## config.mk

```make
export PLATFORM = sky130hd
export DESIGN_NAME = slr_ctrl
export DESIGN_NICKNAME = d
export VERILOG_FILES = /design/src/rtl/sliding_log_rate_limiter_assert.svh /design/src/rtl/slr_pkg.sv /design/src/rtl/slr_ctrl.sv
export SDC_FILE = /design/constraint.sdc
export NUM_CORES = 1
export LEC_CHECK = 0
export BUFFER_PORTS_ARGS = -buffer_cell sky130_fd_sc_hd__buf_2
export CAP_MARGIN = 30
export CORE_AREA = 2 2 39 41
export DETAILED_ROUTE_END_ITERATION = 10
export DIE_AREA = 0 0 41 43
export GPL_TIMING_DRIVEN = 0
export PLACE_DENSITY = 0.74
export SETUP_SLACK_MARGIN = 0.1
export SLEW_MARGIN = 20
export SYNTH_ARGS = -nofsm -noshare
export SYNTH_HDL_FRONTEND = slang
export SYNTH_SLANG_ARGS = --single-unit
```

## constraint.sdc

```tcl
create_clock -name clk -period 2.8 [get_ports clk]
set_input_delay 0.28 -clock clk [delete_from_list [all_inputs] [get_ports clk]]
set_output_delay 0.28 -clock clk [all_outputs]
set_load 0.05 [all_outputs]
```

## src/rtl/sliding_log_rate_limiter_assert.svh

```systemverilog
// ----------------------------------------------------------------------------
// Sliding log rate limiter assertion macros
// Shared concurrent assertion forms, clocked on clk, disabled in reset.
// ----------------------------------------------------------------------------
`ifndef SLIDING_LOG_RATE_LIMITER_ASSERT_SVH
`define SLIDING_LOG_RATE_LIMITER_ASSERT_SVH

// same-cycle implication
`define SLR_ASSERT_IMP(lbl, ante, cons, msg) \
  lbl: assert property (@(posedge clk) disable iff (!rst_n) (ante) |-> (cons)) \
    else $error(msg);

// next-cycle implication
`define SLR_ASSERT_NXT(lbl, ante, cons, msg) \
  lbl: assert property (@(posedge clk) disable iff (!rst_n) (ante) |=> (cons)) \
    else $error(msg);

`endif

```

## src/rtl/slr_pkg.sv

```systemverilog
// ----------------------------------------------------------------------------
// Sliding log rate limiter package
// Field widths, reset values, codes and controller/datapath structs.
// ----------------------------------------------------------------------------
package slr_pkg;

  localparam int FLOW_IDX_W = 6;
  localparam int TIME_IN_W  = 32;
  localparam int WIN_W      = 31;
  localparam int LIM_W      = 7;
  localparam int CFG_IDX_W  = 2;
  localparam int CFG_DATA_W = 32;
  localparam int VERDICT_W  = 2;

  localparam int DEF_FLOW_COUNT = 64;
  localparam int DEF_LOG_DEPTH  = 64;
  localparam int DEF_TIME_BITS  = 32;

  localparam logic [WIN_W-1:0] RST_LONG_WIN  = 31'd60000;
  localparam logic [WIN_W-1:0] RST_SHORT_WIN = 31'd10000;
  localparam logic [LIM_W-1:0] RST_LONG_LIM  = 7'd60;
  localparam logic [LIM_W-1:0] RST_BURST_LIM = 7'd20;

  localparam logic [CFG_IDX_W-1:0] REG_LONG_WIN  = 2'd0;
  localparam logic [CFG_IDX_W-1:0] REG_SHORT_WIN = 2'd1;
  localparam logic [CFG_IDX_W-1:0] REG_LONG_LIM  = 2'd2;
  localparam logic [CFG_IDX_W-1:0] REG_BURST_LIM = 2'd3;

  localparam logic [VERDICT_W-1:0] VERDICT_OK    = 2'd0;
  localparam logic [VERDICT_W-1:0] VERDICT_LONG  = 2'd1;
  localparam logic [VERDICT_W-1:0] VERDICT_BURST = 2'd2;

  typedef struct packed {
    logic                 clr_step;
    logic                 load_item;
    logic                 reduce;
    logic                 ring_rd;
    logic                 ring_load;
    logic                 log_rd_head;
    logic                 pop;
    logic                 scan_init;
    logic                 log_rd_slot;
    logic                 scan_step;
    logic                 commit;
    logic                 append;
    logic                 res_load;
    logic [VERDICT_W-1:0] verdict;
  } slr_cmd_t;

  typedef struct packed {
    logic clr_done;
    logic flow_ok;
    logic cnt_zero;
    logic expired;
    logic long_hit;
    logic scan_done;
    logic burst_hit;
    logic out_free;
  } slr_stat_t;

endpackage

```

## src/rtl/slr_ctrl.sv

```systemverilog
// ----------------------------------------------------------------------------
// Sliding log rate limiter controller
// Sequences clearing, flow reduction, ring fetch, pruning, burst scan, commit or append and result.
// ----------------------------------------------------------------------------
module slr_ctrl import slr_pkg::*; (
  input  logic      clk,
  input  logic      rst_n,
  input  logic      in_valid,
  output logic      in_ready,
  input  slr_stat_t stat,
  output slr_cmd_t  cmd
);

  localparam logic [3:0] S_CLEAR     = 4'd0;
  localparam logic [3:0] S_IDLE      = 4'd1;
  localparam logic [3:0] S_REDUCE    = 4'd2;
  localparam logic [3:0] S_LOADR     = 4'd3;
  localparam logic [3:0] S_PRUNE_RD  = 4'd4;
  localparam logic [3:0] S_PRUNE_CMP = 4'd5;
  localparam logic [3:0] S_CHECK     = 4'd6;
  localparam logic [3:0] S_SCAN_RD   = 4'd7;
  localparam logic [3:0] S_SCAN_CMP  = 4'd8;
  localparam logic [3:0] S_DECIDE    = 4'd9;
  localparam logic [3:0] S_DONE      = 4'd10;

  logic [3:0]           state_r, state_nxt;
  logic [VERDICT_W-1:0] verdict_r, verdict_nxt;

  assign in_ready = (state_r == S_IDLE);

  always_comb begin
    state_nxt   = state_r;
    verdict_nxt = verdict_r;
    cmd         = '0;
    cmd.verdict = verdict_r;
    case (state_r)
      S_CLEAR: begin
        cmd.clr_step = 1'b1;
        if (stat.clr_done) state_nxt = S_IDLE;
      end
      S_IDLE: begin
        if (in_valid) begin
          cmd.load_item = 1'b1;
          state_nxt     = S_REDUCE;
        end
      end
      S_REDUCE: begin
        if (stat.flow_ok) begin
          cmd.ring_rd = 1'b1;
          state_nxt   = S_LOADR;
        end else begin
          cmd.reduce = 1'b1;
        end
      end
      S_LOADR: begin
        cmd.ring_load = 1'b1;
        state_nxt     = S_PRUNE_RD;
      end
      S_PRUNE_RD: begin
        if (stat.cnt_zero) begin
          state_nxt = S_CHECK;
        end else begin
          cmd.log_rd_head = 1'b1;
          state_nxt       = S_PRUNE_CMP;
        end
      end
      S_PRUNE_CMP: begin
        if (stat.expired) begin
          cmd.pop   = 1'b1;
          state_nxt = S_PRUNE_RD;
        end else begin
          state_nxt = S_CHECK;
        end
      end
      S_CHECK: begin
        if (stat.long_hit) begin
          cmd.commit  = 1'b1;
          verdict_nxt = VERDICT_LONG;
          state_nxt   = S_DONE;
        end else begin
          cmd.scan_init = 1'b1;
          state_nxt     = S_SCAN_RD;
        end
      end
      S_SCAN_RD: begin
        if (stat.scan_done) begin
          state_nxt = S_DECIDE;
        end else begin
          cmd.log_rd_slot = 1'b1;
          state_nxt       = S_SCAN_CMP;
        end
      end
      S_SCAN_CMP: begin
        cmd.scan_step = 1'b1;
        state_nxt     = S_SCAN_RD;
      end
      S_DECIDE: begin
        if (stat.burst_hit) begin
          cmd.commit  = 1'b1;
          verdict_nxt = VERDICT_BURST;
        end else begin
          cmd.append  = 1'b1;
          verdict_nxt = VERDICT_OK;
        end
        state_nxt = S_DONE;
      end
      S_DONE: begin
        if (stat.out_free) begin
          cmd.res_load = 1'b1;
          state_nxt    = S_IDLE;
        end
      end
      default: state_nxt = S_IDLE;
    endcase
  end

  always_ff @(posedge clk) begin
    if (!rst_n) begin
      state_r   <= S_CLEAR;
      verdict_r <= VERDICT_OK;
    end else begin
      state_r   <= state_nxt;
      verdict_r <= verdict_nxt;
    end
  end

endmodule

```

==> results of run 1 <==
-- power by group --
part	switching, W	total, W	internal (W)
Clock	0.0000265	0.0000747	0.0000482
Sequential	0.0000197	0.000123	0.000103
Combinational	0.000289	0.000437	0.000148
Total	0.000335	0.000635	0.000299
-- area by class of cell --
type	instances	area, sq um
fillers	146	691
inverters	1	3.75
plain buffers	5	36.3
well taps	16	20.0
flip-flops and latches	6	120
multi-input cells	60	360
clock buffers	3	22.5
repair buffers	26	130
-- stage by stage --
step | instance area, sq um | power (W) | worst slack, ns | cells
floorplan | 520 | 0.000473 | 0.438 | 72
global placement | 671 | 0.000551 | 1.17 | 114
detailed placement | 671 | 0.000561 | 1.14 | 114
CTS | 693 | 0.000641 | 0.860 | 117
global route | 693 | 0.000690 | 0.719 | 117
finish | 693 | 0.000635 | 0.848 | 117
-- worst register-to-register path, cell delays in order, from the launching register on --
cell      delay (ns)
dfxtp_1         0.43
buf_2           0.25
and2b_1         0.24
nand2_1         0.13
nand3_1         0.11
a21boi_0        0.08
-- flip-flops by register name (all words and copies together) (netlist names) --
name / cells
state_r: 4
verdict_r: 2
-- cells by family after synthesis --
kind of cell           Yosys count  share of synthesized area, %
AOI/OAI and AO/OA               17                          23.6
buffers and inverters            6                          7.69
DFF                              6                          23.1
muxes                            1                          1.92
and+or+nand+nor                 42                          43.8
-- metal layers --
metal	up-vias	track usage [%]	wire, um
li1	319	-	-
met1	281	21.7	615
met2	14	29.1	710
met3	0	1.57	64
met4	0	8.00	0
met5	-	0	0
-- Yosys cell counts --
cell type	number	area, sq um
nor3_1	5	25.0
nor4bb_1	1	10.0
and2_1	2	12.5
nand2_1	8	30.0
o21ai_0	2	10.0
mux2i_1	1	10.0
o32ai_1	1	8.76
nand3_1	3	15.0
nor4_1	1	6.26
or2b_1	1	7.51
nor4b_1	1	8.76
nor2_1	7	26.3
and2b_1	1	7.51
a211oi_1	1	7.51
a21o_1	1	7.51
clkbuf_1	1	3.75
o31ai_1	1	7.51
buf_6	2	22.5
nand2b_1	2	12.5
or4b_1	1	10.0
a21boi_0	2	15.0
o21a_1	1	7.51
dfxtp_1	6	120
or2_1	1	6.26
inv_1	1	3.75
or2_2	1	6.26
a221oi_2	1	15.0
buf_2	2	10.0
nor2b_1	3	18.8
and3_1	4	25.0
a21oi_1	5	25.0
a311o_1	1	10.0
a21oi_2	1	8.76
-- final timing paths --
kind / start / end / slack (ns) / depth (start not counted)
max: state_r[0] / cmd[3] / 0.85 / 5
min: rst_n / verdict_r[0] / 0.32 / 3
max reg2reg: state_r[0] / verdict_r[1] / 1.45 / 5
min reg2reg: verdict_r[0] / verdict_r[0] / 0.44 / 2
-- placed cells by master (no fill, tap or decap), types with 2 or more instances in the layout --
cell type,count
buf_2,28
nand2_1,8
nor2_1,7
dfxtp_1,6
nor3_1,5
a21oi_1,5
and3_1,4
nor2b_1,3
nand3_1,3
clkbuf_4,3
buf_6,2
nand2b_1,2
and2_1,2
a21boi_0,2
o21ai_0,2
==> results.py, run 1 <==
metrics = {
    "layout": {
        "area_delta_synth_final_pct": 33.2,
        "antenna_cells": 0,
        "drive_gt1_share_pct": 35.6,
        "utilization_pct": 50.1,
        "nets": 114,
    },
    "synthesis": {
        "syn_nets": 83,
        "syn_inst": 72,
        "ys_seq_area_share_pct": 23.1,
        "synth_area_sq_um": 520,
        "yosysUniqueCellTypes": 33,
        "avgSynthCellArea_sq_um": 7.23,
        "ys.warnings.count": 0,
        "synth_seq_cells": 6,
    },
    "clocking": {
        "cts_tree": "yes",
        "cts_resized": 0,
        "cts_buffer_depth": 2,
        "cts_sinks": 6,
        "cts-root-buf": "clkbuf_4",
        "clock_latency_ns": 0.24,
        "post_cts_buffers": 0,
        "postCtsHoldBufs": 0,
        "path_clk_slew_ns": 0.04,
        "cts_buffers": 3,
        "h-tree-depth": 1,
    },
    "timing": {
        "min_period_ns": 1.95,
        "drv_slew": 0,
        "hold_viol": 0,
        "hold_ws_ns": 0.322,
        "finalCritPeriodShare_pct": 69.7,
        "slew_headroom_pct": 72.0,
        "fin_skew_ns": 0.000994,
        "setup_violations": 0,
        "fin_tns_setup_ns": 0,
        "fmax_mhz": 512,
        "worstMarginPinSlew_ns": 0.421,
        "rsz0062_at_grt": "no",
    },
    "run": {
        "maxCapViolCount": 0,
    },
    "worst_hold_path": {
        "hp-class": "input pin to flip-flop",
    },
    "run_status": {
        "status": "complete, no violations",
    },
    "die": {
        "core_area_sq_mm": 0.00138,
        "rows": 14,
        "design.die.area_sq_mm": 0.00176,
        "die_w_um": 41,
        "boundaryPins": 27,
        "initial_core_util_pct": 37.6,
        "die_h_um": 43,
    },
    "placement": {
        "place_congestion": 0.724,
        "place_hpwl_mm": 1.09,
        "place.port_buffers": 26,
    },
    "worst_setup_path": {
        "cpMaxStageDelayCell": "dfxtp_1",
        "slowest_delay_ns": 0.43,
        "cp_common_cell": "buf_2",
        "required_ns": 2.52,
        "crit_buf_inv": 2,
        "critPathArrivalTime_ns": 1.67,
        "critical_path.cell_chain": "buf_2, and2b_1, nand2_1, nor2_1, buf_2",
        "criticalPathCategory": "flip-flop to output port",
        "cp-start-kind": "flip-flop",
        "end_kind": "output port",
        "critical_path.top_delay_family": "buffers and inverters",
        "crit_fanout": 10,
    },
    "global_route": {
        "grt_overflow": 0,
        "grt_pass1_vias": 539,
        "antenna_found_initial": 0,
        "grt_start_max_net_pins": 11,
        "grt_use_total_pct": 17.6,
        "grt_first_pass_wirelength_mm": 2.17,
    },
    "routing": {
        "drt_wl_total_mm": 1.39,
        "vias_per_cell": 5.25,
        "first_iter_violations": 12,
        "drc": 0,
        "vias": 614,
        "ant_nets": 0,
        "wire_per_inst_um": 11.9,
        "firstDrtPassIters": 4,
    },
    "power": {
        "ir_drop_v": 0.000302,
        "powerDensity_mw_per_mm2": 915,
        "power_leakage_nw": 0.355,
    },
}
Note: power is estimated with default switching activity, not from simulation.
==> run 2, diff against run 1 <==
--- a/config.mk
+++ b/config.mk
@@ -5,13 +5,14 @@
 export SDC_FILE = /design/constraint.sdc
 export NUM_CORES = 1
 export LEC_CHECK = 0
+export ABC_AREA = 1
 export BUFFER_PORTS_ARGS = -buffer_cell sky130_fd_sc_hd__buf_2
 export CAP_MARGIN = 30
 export CORE_AREA = 2 2 39 41
 export DETAILED_ROUTE_END_ITERATION = 10
 export DIE_AREA = 0 0 41 43
 export GPL_TIMING_DRIVEN = 0
-export PLACE_DENSITY = 0.74
+export PLACE_DENSITY = 0.76
 export SETUP_SLACK_MARGIN = 0.1
 export SLEW_MARGIN = 20
 export SYNTH_ARGS = -nofsm -noshare
==> constraint.sdc (replaced) <==
create_clock -name clk -period 1.98 [get_ports clk]
set_input_delay 0.198 -clock clk [delete_from_list [all_inputs] [get_ports clk]]
set_output_delay 0.198 -clock clk [all_outputs]
set_load 0.05 [all_outputs]
==> run 2 against run 1 <==
Critical endpoint is now cmd[4]. Critical path depth unchanged. Core utilization grew 2.4 points. Largest power group unchanged. Clock skew is 0.0034 ns higher. Final cell count increased by 20%. Non-clock buffer count down 5. Die area did not move. Synthesized cell count rose by 32%. Highest routed layer is now met4.
==> results.py, run 2 <==
metrics = {
    "timing": {
        "slew_headroom_pct": 78.6,
        "fin_tns_setup_ns": 0,
        "rsz0062_at_grt": "no",
        "drv_slew": 0,
        "hold_viol": 0,
        "setup_violations": 0,
        "setup_slack_ns": 0.220,
        "worstMarginPinSlew_ns": 0.320,
        "fmax_mhz": 568,
        "min_period_ns": 1.76,
        "hold_ws_ns": 0.175,
        "fin_skew_ns": 0.00439,
        "finalCritPeriodShare_pct": 88.9,
    },
    "routing": {
        "drc": 0,
        "ant_nets": 0,
        "vias": 667,
        "drt_wl_total_mm": 1.32,
        "firstDrtPassIters": 4,
        "vias_per_cell": 4.76,
        "wire_per_inst_um": 9.45,
        "first_iter_violations": 17,
    },
    "synthesis": {
        "synth_top_flop_cell": "dfxtp_1",
        "synth_common_cells": "nand2_1, inv_1, nor2_1",
        "synth-edff-count": 0,
        "ys.warnings.count": 0,
        "yosysUniqueCellTypes": 18,
        "syn_inst": 95,
        "synth_area_leaders": "dfxtp_1, nand2_1, inv_1, nand3_1, nor2_1",
        "avgSynthCellArea_sq_um": 5.76,
        "syn_nets": 106,
        "synth_area_sq_um": 547,
        "netlist.area_leader.share_pct": 22.0,
        "async_flop_share_pct": 0,
        "yosysTopAreaCell": "dfxtp_1",
        "synth_most_common_cell": "nand2_1",
        "ys_seq_area_share_pct": 22.0,
        "synth_seq_cells": 6,
    },
    "layout": {
        "utilization_pct": 52.4,
        "final_cell_mix": "buf_2, nand2_1, inv_1",
        "drive_gt1_share_pct": 41.1,
        "nets": 137,
        "largest_reg_flops": 4,
        "area_delta_synth_final_pct": 32.7,
        "fin_cells": 140,
        "fill_cells": 157,
        "top_register": "state_r",
        "layout_commonest_cell": "buf_2",
        "top_regs": "state_r (4), verdict_r (2)",
        "antenna_cells": 0,
    },
    "power": {
        "seq_power_share_pct": 22.1,
        "sw_frac_of_total_pct": 57.0,
        "power_leakage_nw": 0.479,
        "p_sw_w": 0.000473,
        "p_int_w": 0.000357,
        "powerDensity_mw_per_mm2": 1140,
        "ir_drop_v": 0.000573,
        "clkPwrFrac_pct": 13.4,
        "combPwrFrac_pct": 64.5,
    },
    "global_route": {
        "antenna_found_initial": 0,
        "grt_first_pass_wirelength_mm": 2.20,
        "use_met2_pct": 28.7,
        "grt_use_met3_pct": 4.71,
        "grt_pass1_vias": 551,
        "grt_use_total_pct": 18.3,
        "grt-busiest-layer": "met2",
        "grt_overflow": 0,
        "grt_start_max_net_pins": 8,
        "grtUsageMet1_pct": 23.4,
    },
    "die": {
        "die_w_um": 41,
        "initial_core_util_pct": 39.5,
        "die_h_um": 43,
        "core_area_sq_mm": 0.00138,
        "design.die.area_sq_mm": 0.00176,
        "rows": 14,
        "boundaryPins": 27,
    },
    "worst_setup_path": {
        "required_ns": 1.78,
        "crit_fanout": 7,
        "criticalPathCategory": "flip-flop to output port",
        "critPathArrivalTime_ns": 1.56,
        "cp-start-kind": "flip-flop",
        "end_kind": "output port",
    },
    "worst_hold_path": {
        "hp-class": "input pin to flip-flop",
    },
    "placement": {
        "place_congestion": 0.863,
        "place_inst": 137,
        "place.port_buffers": 26,
        "place_hpwl_mm": 1.09,
        "preCtsSetupSlack_ns": 0.476,
    },
    "run_status": {
        "status": "complete, no violations",
    },
    "clocking": {
        "cts_sinks": 6,
        "h-tree-depth": 1,
        "clock_latency_ns": 0.24,
        "post_cts_buffers": 0,
        "postCtsHoldBufs": 0,
        "cts_buffer_depth": 2,
        "cts-root-buf": "clkbuf_4",
        "cts_resized": 0,
        "path_clk_slew_ns": 0.04,
        "cts_tree": "yes",
        "cts_buffers": 3,
    },
    "run": {
        "maxCapViolCount": 0,
    },
}
[run 2: cell types whose count changed in the layout (fill, tap and decap cells not counted), moves of 3 or more]
| cell | before | now |
|---|---|---|
| a21oi_1 | 5 | 2 |
| and3_1 | 4 | 0 |
| inv_1 | 1 | 17 |
| inv_2 | 0 | 5 |
| nand2_1 | 8 | 21 |
| nand2_2 | 0 | 5 |
| nand3_1 | 3 | 11 |
| nor2_1 | 7 | 12 |
| nor2_2 | 0 | 5 |
| nor2_4 | 0 | 3 |
| nor2b_1 | 3 | 0 |
| nor3_1 | 5 | 0 |
[run 2: power by group through the flow]
stage               combinational (W)  clock, W  sequential [W]
finish                       0.000536  0.000111        0.000184
global route                 0.000583  0.000126        0.000188
CTS                          0.000536  0.000113        0.000184
detailed placement           0.000531         0        0.000186
global placement             0.000527         0        0.000186
floorplan                    0.000433         0        0.000181
[run 2: path summary, 6_finish.rpt]
check | startpoint | to | slack (ns) | cells past startpoint
max | state_r[2] | cmd[4] | 0.22 | 5
min | rst_n | state_r[3] | 0.17 | 3
max reg2reg | state_r[0] | state_r[0] | 0.66 | 7
min reg2reg | verdict_r[0] | verdict_r[0] | 0.49 | 2
[run 2: cell type report]
type	instances	area [sq um]	share of cell area [%]
multi-input combinational	67	350	48.3
clock buffer	3	22.5	3.10
inverter	22	82.6	11.4
sequential	6	120	16.6
timing repair buffer	26	130	17.9
tap	16	20.0	2.76
[run 2: through the flow]
stage	total power [W]	area, sq um
floorplan	0.000615	553
finish	0.000830	726
global placement	0.000713	703
global route	0.000897	726
detailed placement	0.000716	703
CTS	0.000832	726
[run 2: cells by family (layout without fill, tap and decap cells)]
family,count (synthesis),count (layout),share of synthesized area (%)
and+or+nand+nor,61,61,55.8
buffers and inverters,22,51,15.1
AOI/OAI and AO/OA,6,6,7.09
DFF,6,6,22.0
[run 2: worst max-delay path, cell delays in order, from the launching register on]
cell     delay [ns]
dfxtp_1        0.47
inv_2          0.09
nor2_4         0.18
nand3_1        0.20
nand2_1        0.12
buf_2          0.26
[run 2: routing by layer]
layer	part of all wire (%)	vias to the layer above	routed length, um
met1	42	293	552
met5	0	-	0
li1	-	349	-
met2	50	23	658
met3	7.2	2	95
met4	1.2	0	16
==> run 3, diff against run 2 <==
--- a/config.mk
+++ b/config.mk
@@ -6,13 +6,12 @@
 export NUM_CORES = 1
 export LEC_CHECK = 0
 export ABC_AREA = 1
-export BUFFER_PORTS_ARGS = -buffer_cell sky130_fd_sc_hd__buf_2
+export BUFFER_PORTS_ARGS = -buffer_cell sky130_fd_sc_hd__buf_4
 export CAP_MARGIN = 30
-export CORE_AREA = 2 2 39 41
+export CORE_UTILIZATION = 39
 export DETAILED_ROUTE_END_ITERATION = 10
-export DIE_AREA = 0 0 41 43
 export GPL_TIMING_DRIVEN = 0
-export PLACE_DENSITY = 0.76
+export PLACE_DENSITY = 0.69
 export SETUP_SLACK_MARGIN = 0.1
 export SLEW_MARGIN = 20
 export SYNTH_ARGS = -nofsm -noshare
==> constraint.sdc (replaced) <==
create_clock -name clk -period 1.5 [get_ports clk]
set_input_delay 0.15 -clock clk [delete_from_list [all_inputs] [get_ports clk]]
set_output_delay 0.15 -clock clk [all_outputs]
set_load 0.05 [all_outputs]
==> run 3 against run 2 <==
Clock skew is 0.0024 ns lower. Clock power grew 35%. Total power increased by 68%. Critical path type unchanged. Largest power group unchanged. Critical endpoint is now cmd[8].
==> results.py, run 3 (synthesis gave the netlist of run 2 again) <==
metrics = {
    "layout": {
        "nets": 151,
        "multi_input_area_sq_um": 418,
        "antenna_cells": 0,
        "top_register": "state_r",
        "top_regs": "state_r (4), verdict_r (2)",
        "layout_commonest_cell": "buf_4",
        "regArea_sq_um": 135,
        "largest_reg_flops": 4,
        "area_delta_synth_final_pct": 89.5,
        "drive_gt1_share_pct": 60.9,
        "final_cell_mix": "buf_4, nand2_1, inv_1",
        "fill_cells": 101,
    },
    "worst_setup_path": {
        "critPathArrivalTime_ns": 1.28,
        "end_kind": "output port",
        "required_ns": 1.35,
        "crit_buf_inv": 2,
        "crit-reg2reg-capture": "state_r[0]",
        "slowest_delay_ns": 0.38,
        "critical_path.cell_chain": "inv_2, nor2_4, nand2_1, nor2_2, buf_6",
        "criticalPathCategory": "flip-flop to output port",
        "worst-r2r-cell-count": 10,
        "r2r-start": "state_r[2]",
        "critical_path.top_delay_family": "simple AND/OR/NAND/NOR gates",
        "rrSetupSlack_ns": 0.14,
        "cp-start-kind": "flip-flop",
        "cpMaxStageDelayCell": "dfxtp_4",
        "crit_fanout": 6,
    },
    "clocking": {
        "cts_sinks": 6,
        "h-tree-depth": 1,
        "cts_buffer_depth": 2,
        "path_clk_slew_ns": 0.04,
        "cts_buffers": 3,
        "clock_latency_ns": 0.25,
        "cts_tree": "yes",
        "cts-root-buf": "clkbuf_4",
    },
    "routing": {
        "vias": 743,
        "drc": 0,
        "drt_wl_total_mm": 1.68,
        "wire_per_inst_um": 11.0,
        "ant_nets": 0,
        "firstDrtPassIters": 5,
        "vias_per_cell": 4.86,
        "first_iter_violations": 12,
    },
    "worst_hold_path": {
        "hp-class": "input pin to flip-flop",
        "hold-path-cell-count": 3,
        "min-delay-start": "rst_n",
        "hold_path_end": "state_r[3]",
    },
    "global_route": {
        "grt_start_max_net_pins": 7,
        "grt_pass1_vias": 636,
        "grt_first_pass_wirelength_mm": 2.42,
        "antenna_found_initial": 0,
        "grt_use_total_pct": 23.0,
        "grt_overflow": 0,
    },
    "die": {
        "die_w_um": 39.4,
        "boundaryPins": 27,
        "die_h_um": 39.4,
        "design.die.area_sq_mm": 0.00156,
        "initial_core_util_pct": 42.0,
        "rows": 13,
        "core_area_sq_mm": 0.00130,
    },
    "timing": {
        "hold_viol": 0,
        "fmax_mhz": 698,
        "fin_tns_setup_ns": 0,
        "slew_headroom_pct": 82.5,
        "setup_violations": 0,
        "drv_slew": 0,
        "worstMarginPinSlew_ns": 0.261,
        "finalCritPeriodShare_pct": 95.6,
        "rsz0062_at_grt": "yes",
        "min_period_ns": 1.43,
        "fin_skew_ns": 0.00199,
    },
    "power": {
        "powerDensity_mw_per_mm2": 1350,
        "ir_drop_v": 0.000743,
        "finalPower_w": 0.00140,
        "power_leakage_nw": 0.583,
    },
    "placement": {
        "place_hpwl_mm": 1.13,
        "place_congestion": 0.802,
        "place.port_buffers": 26,
    },
    "run": {
        "maxCapViolCount": 0,
    },
    "run_status": {
        "status": "complete, no violations",
    },
}
[run 3: worst max-delay path by stage]
stage	from	to	slack, ns	cells after the start
2_1_floorplan	state_r[2]	cmd[14]	-0.01	1
3_3_place_gp	state_r[0]	cmd[3]	0.12	5
4_1_cts	state_r[2]	cmd[6]	0.06	5
3_5_place_dp	state_r[0]	cmd[3]	0.11	5
5_1_grt	state_r[1]	cmd[11]	0.01	5
6_report	state_r[2]	cmd[8]	0.07	5
[run 3: layer usage]
| metal | vias up | global-route usage [%] | routed length [um] |
|---|---|---|---|
| li1 | 382 | - | - |
| met1 | 330 | 27.8 | 697 |
| met2 | 29 | 38.1 | 860 |
| met3 | 2 | 9.09 | 100 |
| met4 | 0 | 4.31 | 19 |
| met5 | - | 0 | 0 |
[run 3: layout make-up]
class,count,area share [%]
repair buffers,40,34.4
flip-flops and latches,6,13.0
clock buffers,3,2.17
inverters,22,8.21
multi-input cells,67,40.3
well taps,15,1.81
[run 3: through the flow]
step	instance area, sq um	hold WS [ns]	instances	utilization, %	setup slack [ns]
6_report	1040	0.0989	153	79.6	0.0666
3_3_place_gp	785	0.357	136	60.3	0.116
2_1_floorplan	571	0.248	95	-	-0.0109
4_1_cts	936	0.101	146	71.9	0.0646
5_1_grt	1040	0.114	153	79.6	0.0108
3_5_place_dp	785	0.351	136	60.3	0.114
[run 3: what timing repair did]
action,CTS,global route
buffers inserted,7,7
hold buffers,0,0
pin swaps,6,10
resized for setup,23,14
setup endpoints to repair,13,14
[run 3: worst reg2reg max path, delay by kind of cell (launching register included)]
family / cells / cell delay, ns
buffers and inverters: 2 / 0.21
AND/OR/NAND/NOR: 8 / 0.67
flip-flops: 1 / 0.38
[run 3: where the power goes]
| part | internal (W) | leakage [nW] | switching [W] |
|---|---|---|---|
| registers | 0.000204 | 0.0517 | 0.0000643 |
| clock network | 0.0000906 | 0.0138 | 0.0000598 |
| logic | 0.000378 | 0.518 | 0.000600 |
